===== src/hw/rtl/sdic_pkg.sv =====
// Shared types, constants and segment tables for the display image composer.
`timescale 1ns / 1ps

package sdic_pkg;

   localparam int unsigned DISPLAY_BYTES = 11;
   localparam int unsigned DIGITS        = 4;

   localparam logic [7:0] SEG_DP = 8'h80;
   localparam logic [7:0] SEG_G  = 8'h20;

   // number conditioning limits
   localparam int unsigned NEG_LIMIT      = 1999;
   localparam int unsigned NEG_CLAMP      = 200;
   localparam int unsigned PLAIN_MAX      = 999;
   localparam int unsigned FOUR_DIGIT_MAX = 9999;
   localparam int unsigned ROUND_HUNDREDS = 50;
   localparam int unsigned ROUND_TENS     = 5;

   // reciprocals for constant division (exact over the value ranges used)
   localparam int unsigned RECIP_10      = 52429;   // 17-bit dividend, shift 19
   localparam int unsigned SHIFT_10      = 19;
   localparam int unsigned RECIP_100     = 83887;   // 17-bit dividend, shift 23
   localparam int unsigned SHIFT_100     = 23;
   localparam int unsigned RECIP_1000    = 33555;   // value up to 9999, shift 25
   localparam int unsigned SHIFT_1000    = 25;
   localparam int unsigned RECIP_MOD10   = 13108;   // value up to 9999, shift 17
   localparam int unsigned SHIFT_MOD10   = 17;

   // indicator nibble masks
   localparam logic [7:0] IND_KEEP0 = 8'hF9;
   localparam logic [7:0] IND_KEEP1 = 8'hF8;
   localparam logic [7:0] IND_KEEP2 = 8'h8F;

   typedef enum logic [1:0] {
      MODE_NUMBER    = 2'd0,
      MODE_CHARS     = 2'd1,
      MODE_INDICATOR = 2'd2,
      MODE_UNIT      = 2'd3
   } mode_type;

   typedef enum logic [1:0] {
      UNIT_NONE        = 2'd0,
      UNIT_HUMIDITY    = 2'd1,
      UNIT_TEMPERATURE = 2'd2,
      UNIT_KEEP        = 2'd3
   } unit_kind_type;

   typedef struct packed {
      logic [1:0]         mode;
      logic               window;
      logic signed [15:0] value;
      logic [1:0]         dot_pos;
      logic [7:0]         char0;
      logic [7:0]         char1;
      logic [7:0]         char2;
      logic [7:0]         char3;
      logic [7:0]         indicator_bits;
      logic [1:0]         unit_kind;
   } req_type;

   typedef struct packed {
      logic [63:0] image_low;
      logic [23:0] image_high;
   } rsp_type;

   // command fields that ride along the pipeline
   typedef struct packed {
      mode_type      mode;
      logic          window;
      logic [1:0]    dot_pos;
      logic          neg;
      logic          big;
      logic [7:0]    indicator_bits;
      unit_kind_type unit_kind;
   } cmd_type;

   typedef struct packed {
      cmd_type               cmd;
      logic [13:0]           value;
      logic [3:0][7:0]       chars;   // chars[0] is the leftmost digit
   } front_type;

   typedef struct packed {
      logic [3:0] digit;
      logic [7:0] char_pat;
   } lane_out_type;

   localparam logic [7:0] LETTER_PAT [26] = '{
      8'h77, 8'h6E, 8'h2C, 8'h7C, 8'h2F, 8'h27, 8'h7B, 8'h76, 8'h50, 8'h58, 8'h66, 8'h0E,
      8'h65, 8'h64, 8'h6C, 8'h37, 8'h73, 8'h24, 8'h6B, 8'h2E, 8'h5E, 8'h4C, 8'h1A, 8'h76,
      8'h7A, 8'h3D
   };

   function automatic logic [7:0] digit_pattern(input logic [3:0] d);
      logic [7:0] pat;
      case (d)
         4'd0:    pat = 8'h5F;
         4'd1:    pat = 8'h50;
         4'd2:    pat = 8'h3D;
         4'd3:    pat = 8'h79;
         4'd4:    pat = 8'h72;
         4'd5:    pat = 8'h6B;
         4'd6:    pat = 8'h6F;
         4'd7:    pat = 8'h51;
         4'd8:    pat = 8'h7F;
         4'd9:    pat = 8'h7B;
         default: pat = 8'h00;
      endcase
      return pat;
   endfunction

   function automatic logic [7:0] char_pattern(input logic [7:0] c);
      logic [7:0] pat;
      case (c) inside
         [8'h30:8'h39]: pat = digit_pattern(4'(c - 8'h30));
         [8'h41:8'h5A]: pat = LETTER_PAT[5'(c - 8'h41)];
         8'h2D:         pat = SEG_G;
         default:       pat = 8'h00;
      endcase
      return pat;
   endfunction

   // value / 10**place for a conditioned value (at most 9999)
   function automatic logic [13:0] scaled_value(input logic [13:0] v, input logic [1:0] place);
      logic [31:0] prod;
      logic [13:0] q;
      case (place)
         2'd0: begin
            prod = 32'(v);
            q    = v;
         end
         2'd1: begin
            prod = 32'(v) * 32'(RECIP_10);
            q    = 14'(prod >> SHIFT_10);
         end
         2'd2: begin
            prod = 32'(v) * 32'(RECIP_100);
            q    = 14'(prod >> SHIFT_100);
         end
         default: begin
            prod = 32'(v) * 32'(RECIP_1000);
            q    = 14'(prod >> SHIFT_1000);
         end
      endcase
      return q;
   endfunction

endpackage


===== src/hw/rtl/sdic_front.sv =====
// Input stage: sign handling, clamping and rounding of the number, first pipeline register.
`timescale 1ns / 1ps

module sdic_front (
   input  logic                clock,
   input  logic                load,
   input  sdic_pkg::req_type   req_data,
   output sdic_pkg::front_type s1_data
);

   logic        neg;
   logic [16:0] ext;
   logic [16:0] mag;
   logic [1:0]  dot;
   logic        neg_flag;
   logic        big;
   logic [16:0] sum100;
   logic [16:0] sum10;
   logic [33:0] prod100;
   logic [33:0] prod10;
   logic [13:0] q100;
   logic [13:0] q10;
   logic [13:0] value_norm;
   sdic_pkg::front_type s1_in;
   sdic_pkg::front_type s1_ff;

   always_comb begin
      neg      = req_data.value[15];
      ext      = {req_data.value[15], req_data.value};
      mag      = neg ? (17'd0 - ext) : ext;
      dot      = req_data.dot_pos;
      neg_flag = 1'b0;
      if (neg) begin
         if (req_data.window == 1'b0) begin
            mag = '0;
         end else begin
            if (mag > 17'(sdic_pkg::NEG_LIMIT)) begin
               mag = 17'(sdic_pkg::NEG_CLAMP);
               dot = '0;
            end
            neg_flag = 1'b1;
         end
      end
      big     = mag > 17'(sdic_pkg::PLAIN_MAX);
      sum100  = mag + 17'(sdic_pkg::ROUND_HUNDREDS);
      sum10   = mag + 17'(sdic_pkg::ROUND_TENS);
      prod100 = 34'(sum100) * 34'(sdic_pkg::RECIP_100);
      prod10  = 34'(sum10) * 34'(sdic_pkg::RECIP_10);
      q100    = 14'(prod100 >> sdic_pkg::SHIFT_100);
      q10     = 14'(prod10 >> sdic_pkg::SHIFT_10);

      value_norm = 14'(mag);
      if (big) begin
         if (req_data.window == 1'b0) begin
            value_norm = (mag > 17'(sdic_pkg::FOUR_DIGIT_MAX)) ? q100 : q10;
            dot        = '0;
         end else if (mag > 17'(sdic_pkg::FOUR_DIGIT_MAX)) begin
            value_norm = q10;
            dot        = '0;
         end
      end

      s1_in.cmd.mode           = sdic_pkg::mode_type'(req_data.mode);
      s1_in.cmd.window         = req_data.window;
      // the number path may drop the point; characters keep it as given
      s1_in.cmd.dot_pos        = (s1_in.cmd.mode == sdic_pkg::MODE_NUMBER) ? dot
                                                                          : req_data.dot_pos;
      s1_in.cmd.neg            = neg_flag;
      s1_in.cmd.big            = big;
      s1_in.cmd.indicator_bits = req_data.indicator_bits;
      s1_in.cmd.unit_kind      = sdic_pkg::unit_kind_type'(req_data.unit_kind);
      s1_in.value              = value_norm;
      s1_in.chars[0]           = req_data.char0;
      s1_in.chars[1]           = req_data.char1;
      s1_in.chars[2]           = req_data.char2;
      s1_in.chars[3]           = req_data.char3;
   end

   always_ff @(posedge clock) begin
      if (load) begin
         s1_ff <= s1_in;
      end
   end

   assign s1_data = s1_ff;

endmodule


===== src/hw/rtl/sdic_lane.sv =====
// One digit lane: scaled value and character in, decimal digit and character pattern out.
`timescale 1ns / 1ps

module sdic_lane (
   input  logic                   clock,
   input  logic                   load_scale,
   input  logic                   load_digit,
   input  logic [13:0]            scaled,
   input  logic [7:0]             char_code,
   output sdic_pkg::lane_out_type lane_out
);

   logic [13:0] scaled_ff;
   logic [7:0]  char_ff;
   logic [31:0] prod;
   logic [9:0]  tens;
   logic [13:0] tens_x10;
   sdic_pkg::lane_out_type lane_in;
   sdic_pkg::lane_out_type lane_ff;

   always_ff @(posedge clock) begin
      if (load_scale) begin
         scaled_ff <= scaled;
         char_ff   <= char_code;
      end
   end

   // digit = scaled mod 10
   always_comb begin
      prod             = 32'(scaled_ff) * 32'(sdic_pkg::RECIP_MOD10);
      tens             = 10'(prod >> sdic_pkg::SHIFT_MOD10);
      tens_x10         = 14'({tens, 3'b000}) + 14'({tens, 1'b0});
      lane_in.digit    = 4'(scaled_ff - tens_x10);
      lane_in.char_pat = sdic_pkg::char_pattern(char_ff);
   end

   always_ff @(posedge clock) begin
      if (load_digit) begin
         lane_ff <= lane_in;
      end
   end

   assign lane_out = lane_ff;

endmodule


===== src/hw/rtl/sdic_merge.sv =====
// Merge stage: blanking across lanes, nibble placement and the display image register.
`timescale 1ns / 1ps

module sdic_merge (
   input  logic                        clock,
   input  logic                        reset,
   input  logic                        load,
   input  sdic_pkg::cmd_type           cmd,
   input  sdic_pkg::lane_out_type [3:0] lane_out,
   output sdic_pkg::rsp_type           rsp_data
);

   logic [sdic_pkg::DISPLAY_BYTES-1:0][7:0] image_ff;
   logic [sdic_pkg::DISPLAY_BYTES-1:0][7:0] image_in;
   sdic_pkg::rsp_type                       rsp_data_ff;
   logic [3:0][7:0]                         pat;
   logic                                    seen;
   logic [3:0]                              pos;
   logic [3:0]                              ma_byte;
   logic [7:0]                              ma;
   logic [3:0]                              mb_byte;

   always_comb begin
      image_in = image_ff;
      seen     = 1'b0;
      pos      = '0;
      ma_byte  = cmd.window ? 4'd1 : 4'd2;
      ma       = cmd.window ? 8'h08 : 8'h80;
      mb_byte  = cmd.window ? 4'd6 : 4'd2;

      for (int i = 0; i < sdic_pkg::DIGITS; i++) begin
         if (cmd.mode == sdic_pkg::MODE_NUMBER) begin
            pat[i] = sdic_pkg::digit_pattern(lane_out[i].digit);
            // negative with the point at the far left: a leading zero goes dark
            if (cmd.neg && lane_out[i].digit == 4'd0 && cmd.dot_pos == 2'd3 && i == 0) begin
               pat[i] = '0;
               seen   = 1'b1;
            end
            if (lane_out[i].digit != 4'd0) begin
               seen = 1'b1;
            end
            if (!seen && (i + int'(cmd.dot_pos)) < 3 && !cmd.big) begin
               pat[i] = '0;
            end
            if (i == 0 && cmd.neg) begin
               pat[i] = pat[i] | sdic_pkg::SEG_G;
            end
         end else begin
            pat[i] = lane_out[i].char_pat;
         end
         if (cmd.dot_pos != 2'd0 && (i + int'(cmd.dot_pos)) == 3) begin
            pat[i] = pat[i] | sdic_pkg::SEG_DP;
         end
      end

      case (cmd.mode)
         sdic_pkg::MODE_NUMBER, sdic_pkg::MODE_CHARS: begin
            for (int i = 0; i < sdic_pkg::DIGITS; i++) begin
               pos = 4'(10 - i - (cmd.window ? 4 : 0));
               image_in[pos][7:4]       = pat[i][3:0];
               image_in[pos - 4'd1][3:0] = pat[i][7:4];
            end
         end
         sdic_pkg::MODE_INDICATOR: begin
            image_in[0] = (image_ff[0] & sdic_pkg::IND_KEEP0)
                        | {5'b0, cmd.indicator_bits[7:6], 1'b0};
            image_in[1] = (image_ff[1] & sdic_pkg::IND_KEEP1)
                        | {5'b0, cmd.indicator_bits[5:3]};
            image_in[2] = (image_ff[2] & sdic_pkg::IND_KEEP2)
                        | {1'b0, cmd.indicator_bits[2:0], 4'b0};
         end
         sdic_pkg::MODE_UNIT: begin
            case (cmd.unit_kind)
               sdic_pkg::UNIT_NONE: begin
                  image_in[ma_byte] = image_in[ma_byte] & ~ma;
                  image_in[mb_byte] = image_in[mb_byte] & 8'hF7;
               end
               sdic_pkg::UNIT_HUMIDITY: begin
                  image_in[ma_byte] = image_in[ma_byte] | ma;
                  image_in[mb_byte] = image_in[mb_byte] & 8'hF7;
               end
               sdic_pkg::UNIT_TEMPERATURE: begin
                  image_in[ma_byte] = image_in[ma_byte] & ~ma;
                  image_in[mb_byte] = image_in[mb_byte] | 8'h08;
               end
               default: begin
                  image_in = image_ff;
               end
            endcase
         end
         default: begin
            image_in = image_ff;
         end
      endcase
   end

   always_ff @(posedge clock) begin
      if (reset) begin
         image_ff <= '0;
      end else if (load) begin
         image_ff <= image_in;
      end
   end

   always_ff @(posedge clock) begin
      if (load) begin
         rsp_data_ff.image_low  <= image_in[7:0];
         rsp_data_ff.image_high <= image_in[10:8];
      end
   end

   assign rsp_data = rsp_data_ff;

   a_image_holds : assert property (@(posedge clock) disable iff (reset)
      !load |=> $stable(image_ff))
      else $error("image changed without a word moving to the output");

   a_rsp_matches_image : assert property (@(posedge clock) disable iff (reset)
      load |=> rsp_data.image_low == image_ff[7:0] && rsp_data.image_high == image_ff[10:8])
      else $error("result word differs from the stored image");

   a_indicator_scope : assert property (@(posedge clock) disable iff (reset)
      load && cmd.mode == sdic_pkg::MODE_INDICATOR |=> image_ff[10:3] == $past(image_ff[10:3]))
      else $error("indicator word touched digit bytes");

   a_unit_scope : assert property (@(posedge clock) disable iff (reset)
      load && cmd.mode == sdic_pkg::MODE_UNIT |=>
         image_ff[10:7] == $past(image_ff[10:7]) && image_ff[5:3] == $past(image_ff[5:3])
         && image_ff[0] == $past(image_ff[0]))
      else $error("unit word touched bytes outside the unit segments");

   a_window1_scope : assert property (@(posedge clock) disable iff (reset)
      load && cmd.window && (cmd.mode == sdic_pkg::MODE_NUMBER || cmd.mode == sdic_pkg::MODE_CHARS)
      |=> image_ff[10:7] == $past(image_ff[10:7]) && image_ff[1:0] == $past(image_ff[1:0]))
      else $error("window 1 digits spilled outside their bytes");

endmodule


===== src/hw/rtl/segment_display_image_composer.sv =====
// Top level of the segment display image composer: handshake control and digit lanes.
`timescale 1ns / 1ps

// Keeps the 11-byte image of a segment LCD. Each request word (a signed number or four
// characters for one window, the mode indicator bits, or a unit symbol) updates the image,
// and one response word carrying the whole image comes back for it. The block takes one
// word per clock while the response side is ready: the front stage conditions the number,
// four digit lanes
// split it into decimal digits over two stages (each a constant-reciprocal multiply), and
// the merge stage applies blanking, places the nibbles and updates the stored image in the
// cycle that loads the output register. Empty stages close up, so a stalled response does
// not stop new words from entering until all four stages are full.

module segment_display_image_composer (
   input  logic              clock,
   input  logic              reset,
   input  logic              req_valid,
   output logic              req_ready,
   input  sdic_pkg::req_type req_data,
   output logic              rsp_valid,
   input  logic              rsp_ready,
   output sdic_pkg::rsp_type rsp_data
);

   logic s1_valid_ff;
   logic s2_valid_ff;
   logic s3_valid_ff;
   logic rsp_valid_ff;
   logic rdy1;
   logic rdy2;
   logic rdy3;
   logic rdy4;

   sdic_pkg::front_type          s1_data;
   sdic_pkg::cmd_type            s2_cmd_ff;
   sdic_pkg::cmd_type            s3_cmd_ff;
   logic [3:0][13:0]             lane_scaled;
   sdic_pkg::lane_out_type [3:0] lane_out;

   assign rdy4 = !rsp_valid_ff || rsp_ready;
   assign rdy3 = !s3_valid_ff || rdy4;
   assign rdy2 = !s2_valid_ff || rdy3;
   assign rdy1 = !s1_valid_ff || rdy2;

   assign req_ready = rdy1;
   assign rsp_valid = rsp_valid_ff;

   always_ff @(posedge clock) begin
      if (reset) begin
         s1_valid_ff  <= 1'b0;
         s2_valid_ff  <= 1'b0;
         s3_valid_ff  <= 1'b0;
         rsp_valid_ff <= 1'b0;
      end else begin
         if (rdy1) begin
            s1_valid_ff <= req_valid;
         end
         if (rdy2) begin
            s2_valid_ff <= s1_valid_ff;
         end
         if (rdy3) begin
            s3_valid_ff <= s2_valid_ff;
         end
         if (rdy4) begin
            rsp_valid_ff <= s3_valid_ff;
         end
      end
   end

   always_ff @(posedge clock) begin
      if (rdy2) begin
         s2_cmd_ff <= s1_data.cmd;
      end
      if (rdy3) begin
         s3_cmd_ff <= s2_cmd_ff;
      end
   end

   sdic_front u_front (
      .clock    (clock),
      .load     (rdy1),
      .req_data (req_data),
      .s1_data  (s1_data)
   );

   for (genvar g = 0; g < sdic_pkg::DIGITS; g++) begin : g_lane
      // leftmost digit is the thousands place
      assign lane_scaled[g] = sdic_pkg::scaled_value(s1_data.value, 2'(sdic_pkg::DIGITS - 1 - g));

      sdic_lane u_lane (
         .clock      (clock),
         .load_scale (rdy2),
         .load_digit (rdy3),
         .scaled     (lane_scaled[g]),
         .char_code  (s1_data.chars[g]),
         .lane_out   (lane_out[g])
      );
   end

   sdic_merge u_merge (
      .clock    (clock),
      .reset    (reset),
      .load     (s3_valid_ff && rdy4),
      .cmd      (s3_cmd_ff),
      .lane_out (lane_out),
      .rsp_data (rsp_data)
   );

endmodule

===== config.mk =====
export PLATFORM = sky130hd
export DESIGN_NAME = segment_display_image_composer
export DESIGN_NICKNAME = d
export VERILOG_FILES = /design/src/hw/rtl/sdic_pkg.sv /design/src/hw/rtl/sdic_front.sv /design/src/hw/rtl/sdic_lane.sv /design/src/hw/rtl/sdic_merge.sv /design/src/hw/rtl/segment_display_image_composer.sv
export SDC_FILE = /design/constraint.sdc
export NUM_CORES = 2
export LEC_CHECK = 0
export BUFFER_PORTS_ARGS = -buffer_cell sky130_fd_sc_hd__buf_2
export CORE_MARGIN = 2
export CORE_UTILIZATION = 55
export DETAILED_ROUTE_END_ITERATION = 12
export PLACE_DENSITY = 0.72
export SKIP_LAST_GASP = 1
export SLEW_MARGIN = 20
export SYNTH_ARGS = -nofsm -noshare
export SYNTH_HDL_FRONTEND = slang
export SYNTH_SLANG_ARGS = --single-unit
export TNS_END_PERCENT = 1

===== constraint.sdc =====
create_clock -name clock -period 13.9 [get_ports clock]
set_clock_uncertainty 0.05 [all_clocks]
set_input_delay 3.475 -clock clock [delete_from_list [all_inputs] [get_ports clock]]
set_output_delay 3.475 -clock clock [all_outputs]
set_load 0.02 [all_outputs]

* Word-level counts from Yosys, hierarchy flattened
Memories as Yosys holds them, arrays and structs flattened. A register that Yosys moved wholly into a read port is not among the register bits.
Cells that the tools add are included.
** Storage, ports and cells
- Register bits after elaboration :: 395
- Bits in latches :: 0
- RAM bits :: 0
- Bits in read-only memories :: 1920
- Output and inout port bits :: 90
- Word-level logic and storage cells :: 346
- Memories :: 12
** Operators by class
- $add $sub $neg :: 30
- Multipliers :: 9
- Div/mod/pow operators :: 0
- Magnitude comparators :: 47
- Equal/unequal tests :: 14
- Shifts and indexed selects :: 0
- Multiplexer cells :: 109
- Bitwise operators :: 10
- Reduce and logical (&&, ||, !) cells :: 56
** Memory list
- (no name shown) :: words 32, width 8, read ports 1, clocked after memory_dff 0, write ports 0, line sdic_pkg.sv:117 : [8'h41:8'h5A]: pat = LETTER_PAT[5'(c - 8'h41)];
- (no name shown) :: words 32, width 8, read ports 1, clocked after memory_dff 0, write ports 0, line sdic_pkg.sv:117
- (no name shown) :: words 32, width 8, read ports 1, clocked after memory_dff 0, write ports 0, line sdic_pkg.sv:117
- (no name shown) :: words 32, width 8, read ports 1, clocked after memory_dff 0, write ports 0, line sdic_pkg.sv:117
- (no name shown) :: words 16, width 7, read ports 1, clocked after memory_dff 0, write ports 0, line sdic_pkg.sv:97 : case (d)
- (no name shown) :: words 16, width 7, read ports 1, clocked after memory_dff 0, write ports 0, line sdic_pkg.sv:97
- 6 more memories
** Operator list (number)
- 88-bit bitwise mux :: 13
- 8-bit demux with 4-bit select :: 10
- 8-bit 2-to-1 mux :: 39
- 88-bit case mux with 3 select lines :: 1
- 64-bit case mux with 2 select lines :: 1
- 8-bit binary-select mux with 4-bit select :: 3
- 32-bit by 3-bit equality test with 1-bit output (second input constant) :: 3
- 32-bit by 3-bit < comparator with 1-bit output (second input constant) :: 3
- 24-bit case mux with 3 select lines :: 1
- 17-bit 2-to-1 mux :: 4
- 14-bit by 16-bit multiplier with 30-bit output (second input constant) :: 2
- 14-bit 2-to-1 mux :: 4
- 4-bit by 5-bit < comparator with 1-bit output (second input constant) :: 10
- 4-bit by 1-bit >= comparator with 1-bit output (second input constant) :: 10
- 17-bit by 17-bit multiplier with 34-bit output (second input constant) :: 1
- 1-bit logical AND :: 33
- 17-bit by 16-bit multiplier with 33-bit output (second input constant) :: 1
- 8-bit by 6-bit equality test with 1-bit output (second input constant) :: 4
- 8-bit by 6-bit >= comparator with 1-bit output (second input constant) :: 4
- 8-bit by 7-bit >= comparator with 1-bit output (second input constant) :: 4
- 8-bit by 6-bit less-or-equal comparator with 1-bit output (second input constant) :: 4
- 8-bit by 7-bit less-or-equal comparator with 1-bit output (second input constant) :: 4
- 4-bit 2-to-1 mux :: 8
- 4-bit by 1-bit subtractor with 4-bit output (second input constant) :: 8
- other kinds (40) :: 100

* Depth between registers and ports, before layout
- Depth after elaboration :: 22
- Mapped depth :: 42

* By module
Synthesis repeated with hierarchy kept, for this count alone.
** Unflattened totals
- Cells, all modules :: 4866
- Area total of the unflattened synthesis :: 49957.9 um2
** Modules (own cells, without submodules)
- sdic_front :: times used 1, cells an instance 1526, area an instance 14636.5 um2
- segment_display_image_composer :: times used 1, cells an instance 999, area an instance 10557.6 um2
- sdic_lane (g_lane[0].u_lane ...) :: times used 2, cells an instance 404, area an instance 4269.1 um2
- sdic_merge :: times used 1, cells an instance 724, area an instance 7641.1 um2
- sdic_lane (g_lane[1].u_lane) :: times used 1, cells an instance 404, area an instance 4294.1 um2
- sdic_lane (g_lane[3].u_lane) :: times used 1, cells an instance 405, area an instance 4290.4 um2

* Least setup slack after synthesis
OpenSTA, ideal clock, no wires.
- Path type :: input port to flip-flop
- Start :: input port req_data[53] (netlist bit)
- End :: register u_front.s1_ff, in the netlist u_front.s1_data[41] (data pin)
- Library setup time :: 0.261 ns
- Arrival :: 12.351 ns
- Data required time :: 13.589 ns
- Path slack :: 1.238 ns
- Cell stages on the path :: 39
- Path buffers :: 4
- Cell sequence :: clkbuf_1 nor4_2 a41oi_1 a311oi_1 and4_1 o211a_4 a21oi_2 buf_2 nor2_1 ha_1 buf_1 nor2_1 nor2_1 nand3_1 nor2b_1 nand4_1 xnor2_1 ha_1 (+3 left out) inv_1 fa_1 fa_1 inv_1 fa_1 inv_1 ha_1 a21o_1 a21o_1 a21oi_1 o221ai_1 o21a_1 a311o_1 clkbuf_1 o21ai_1 xnor2_1 a21oi_1 a221o_1
** RTL lines
- start: declaration :: line segment_display_image_composer.sv:19 : input sdic_pkg::req_type req_data,
- end signal: assignment :: line sdic_front.sv:81 : s1_ff <= s1_in;
- end: declaration :: line sdic_front.sv:25 : sdic_pkg::front_type s1_ff;

==> flow_metrics.py <==
metrics = {
    "outcome": {
        "status": "completed",
    },
    "sta": {
        "setup_tns_ns": 0,
        "period_needed_ns": 12.96,
        "fin_crit_sh_pct": 93.24,
        "slew_headroom_pct": 26.24,
        "rsz0062_at_grt": "false",
        "setup_violations": 0,
        "worst_pin_slew_ns": 1.102,
        "hold_viol": 0,
        "fmax_mhz": 77.16,
        "maxSlewViolCount": 0,
    },
    "critical_path": {
        "crit_family": "adder cells",
        "worst_setup_path_end_kind": "flop",
        "critical-path-max-stage-delay_ns": 0.54,
        "path_class": "input port to flop",
        "cp-start-kind": "input port",
        "slowest_stage": "fa_1",
        "cp.arrival_ns": 13.24,
        "path_max_fanout": 9,
        "path_buf_inv": 7,
        "cp_common_cell": "inv_1",
        "worstPathRequired_ns": 14.18,
    },
    "routing": {
        "drt-total-wl_um": 99140,
        "drtIter0Drc": 1825,
        "first_pass_iters": 6,
        "antenna_left": 0,
        "drc": 0,
        "via_per_inst": 5.449,
        "vias": 31224,
        "wl_per_cell_um": 17.30,
    },
    "grt": {
        "antenna_found_initial": 6,
        "grt_pass1_wl_um": 162700,
        "grt_max_degree": 93,
        "grt_pass1_vias": 31930,
        "grt_use_total_pct": 23.59,
        "grt_overflow": 0,
    },
    "final_layout": {
        "layout_common_cells": "inv_1 (870), ha_1 (847), fa_1 (442)",
        "fillerInstances": 6907,
        "finalNonFillerCells": 5730,
        "fin_util_pct": 59.90,
        "nets": 5976,
        "fin_area_mm2": 0.04927,
        "syn2layout_area_growth_pct": 7.791,
        "drive_above_1_share_pct": 7.174,
        "mostFrequentLayoutCell": "inv_1",
    },
    "floorplanning": {
        "die_y_um": 292.3,
        "io_pins": 157,
        "rows": 105,
        "start_util_pct": 55.57,
        "coreArea_mm2": 0.08224,
        "dieArea_mm2": 0.08542,
        "die_w_um": 292.3,
    },
    "synthesis": {
        "synth_ff_type": "edfxtp_1",
        "async_flop_share_pct": 0,
        "ys_types": 90,
        "synthCells": 4489,
        "synth_edf_count": 299,
        "ys_seq_area_share_pct": 26.13,
        "yosysWarningCount": 0,
        "postSynthAreaPerCell_um2": 10.18,
        "ys_ff_latch": 447,
        "synth_area_mm2": 0.04571,
    },
    "placed_design": {
        "place_congestion": 0.9569,
        "portBuffers": 156,
        "place_hpwl_um": 80460,
        "dpl.cell_count": 5643,
        "placed_cell_area_mm2": 0.04771,
    },
    "clock_network": {
        "cts_tree": "done",
        "cts_buffer_depth": 3,
        "clkTransAtPathRegs_ns": 0.06,
        "cts_buffers": 44,
        "post_cts_buffers": 0,
        "cts_hold_buf": 0,
        "cts.htree.levels": 2,
        "clock-sinks": 447,
        "cts_resized": 0,
        "clk_root_buffer_cell": "clkbuf_16",
        "clk_latency_ns": 0.59,
    },
    "min_path": {
        "hold_path.class": "flop to flop",
    },
    "flow_run": {
        "drv_cap": 0,
    },
}
cell families after synthesis:
logic type,Yosys count,synth area share (%)
flip-flops,447,26.13
AO/OA/AOI/OAI,693,9.790
multiplexers,74,1.678
adder cells (fa/ha/maj),1289,42.55
XOR/XNOR,169,3.367
other,2,0.01643
AND/OR/NAND/NOR,812,8.221
buffers and inverters,1003,8.254
cell type report:
| class | count | area, um2 | share of cell area, % |
|---|---|---|---|
| Clock buffer | 53 | 1186 | 2.408 |
| Antenna cell | 4 | 10.01 | 0.02032 |
| Multi-Input combinational cell | 3055 | 30110 | 61.13 |
| Inverter | 879 | 3306 | 6.710 |
| Clock inverter | 29 | 311.5 | 0.6324 |
| Timing Repair Buffer | 193 | 1059 | 2.149 |
| Tap cell | 1070 | 1339 | 2.717 |
| Sequential cell | 447 | 11940 | 24.24 |
layer usage:
layer | up-vias | GRT usage [%] | part of all wire, %
met5 | - | 0 | 0.027
met4 | 4 | 6.617 | 2.5
met3 | 146 | 2.830 | 5.1
met2 | 797 | 41.13 | 49
met1 | 15032 | 31.04 | 44
li1 | 15245 | - | -
cells in the mapped netlist, types with 20 or more instances:
cell type,number,area share (%)
nor2b_1,41,0.56
a21o_1,49,0.80
nand3_1,44,0.48
and2_1,26,0.36
edfxtp_1,299,20
nor3_1,58,0.64
nand2_1,325,2.7
o21a_1,25,0.41
o21ai_0,167,1.8
xnor2_1,125,2.4
ha_1,847,23
dfxtp_1,148,6.5
a31oi_1,27,0.37
mux2i_1,55,1.2
nand2b_1,23,0.31
inv_1,871,7.2
nor2_1,185,1.5
a21oi_1,195,2.1
and3_1,24,0.33
o31ai_1,20,0.33
clkbuf_1,111,0.91
xor2_1,37,0.71
fa_1,442,19
o21bai_1,20,0.33
path summary, 6_finish.rpt:
check	startpoint	end	slack (ns)	depth (start not counted)
worst max-delay path	req_data[44]	u_front.s1_data[41]	0.94	39
worst max register to register	u_front.s1_data[34]	g_lane[1].u_lane.scaled_ff[7]	6.86	21
worst min-delay path	u_front.s1_data[56]	s2_cmd_ff[10]	0.37	0
worst min register to register	u_front.s1_data[56]	s2_cmd_ff[10]	0.37	0
per-stage QoR:
step | setup slack (ns) | hold slack [ns]
CTS | 1.080 | 0.3684
global placement | 0.6713 | 0.3523
floorplan | 1.238 | 0.3503
global route | 0.3941 | 0.3740
detailed placement | 0.4766 | 0.3545
finish | 0.9394 | 0.3677
Power is left out: the tool's default activity adds up to more than one toggle a clock period on the data nets, which glitch-free logic cannot reach.
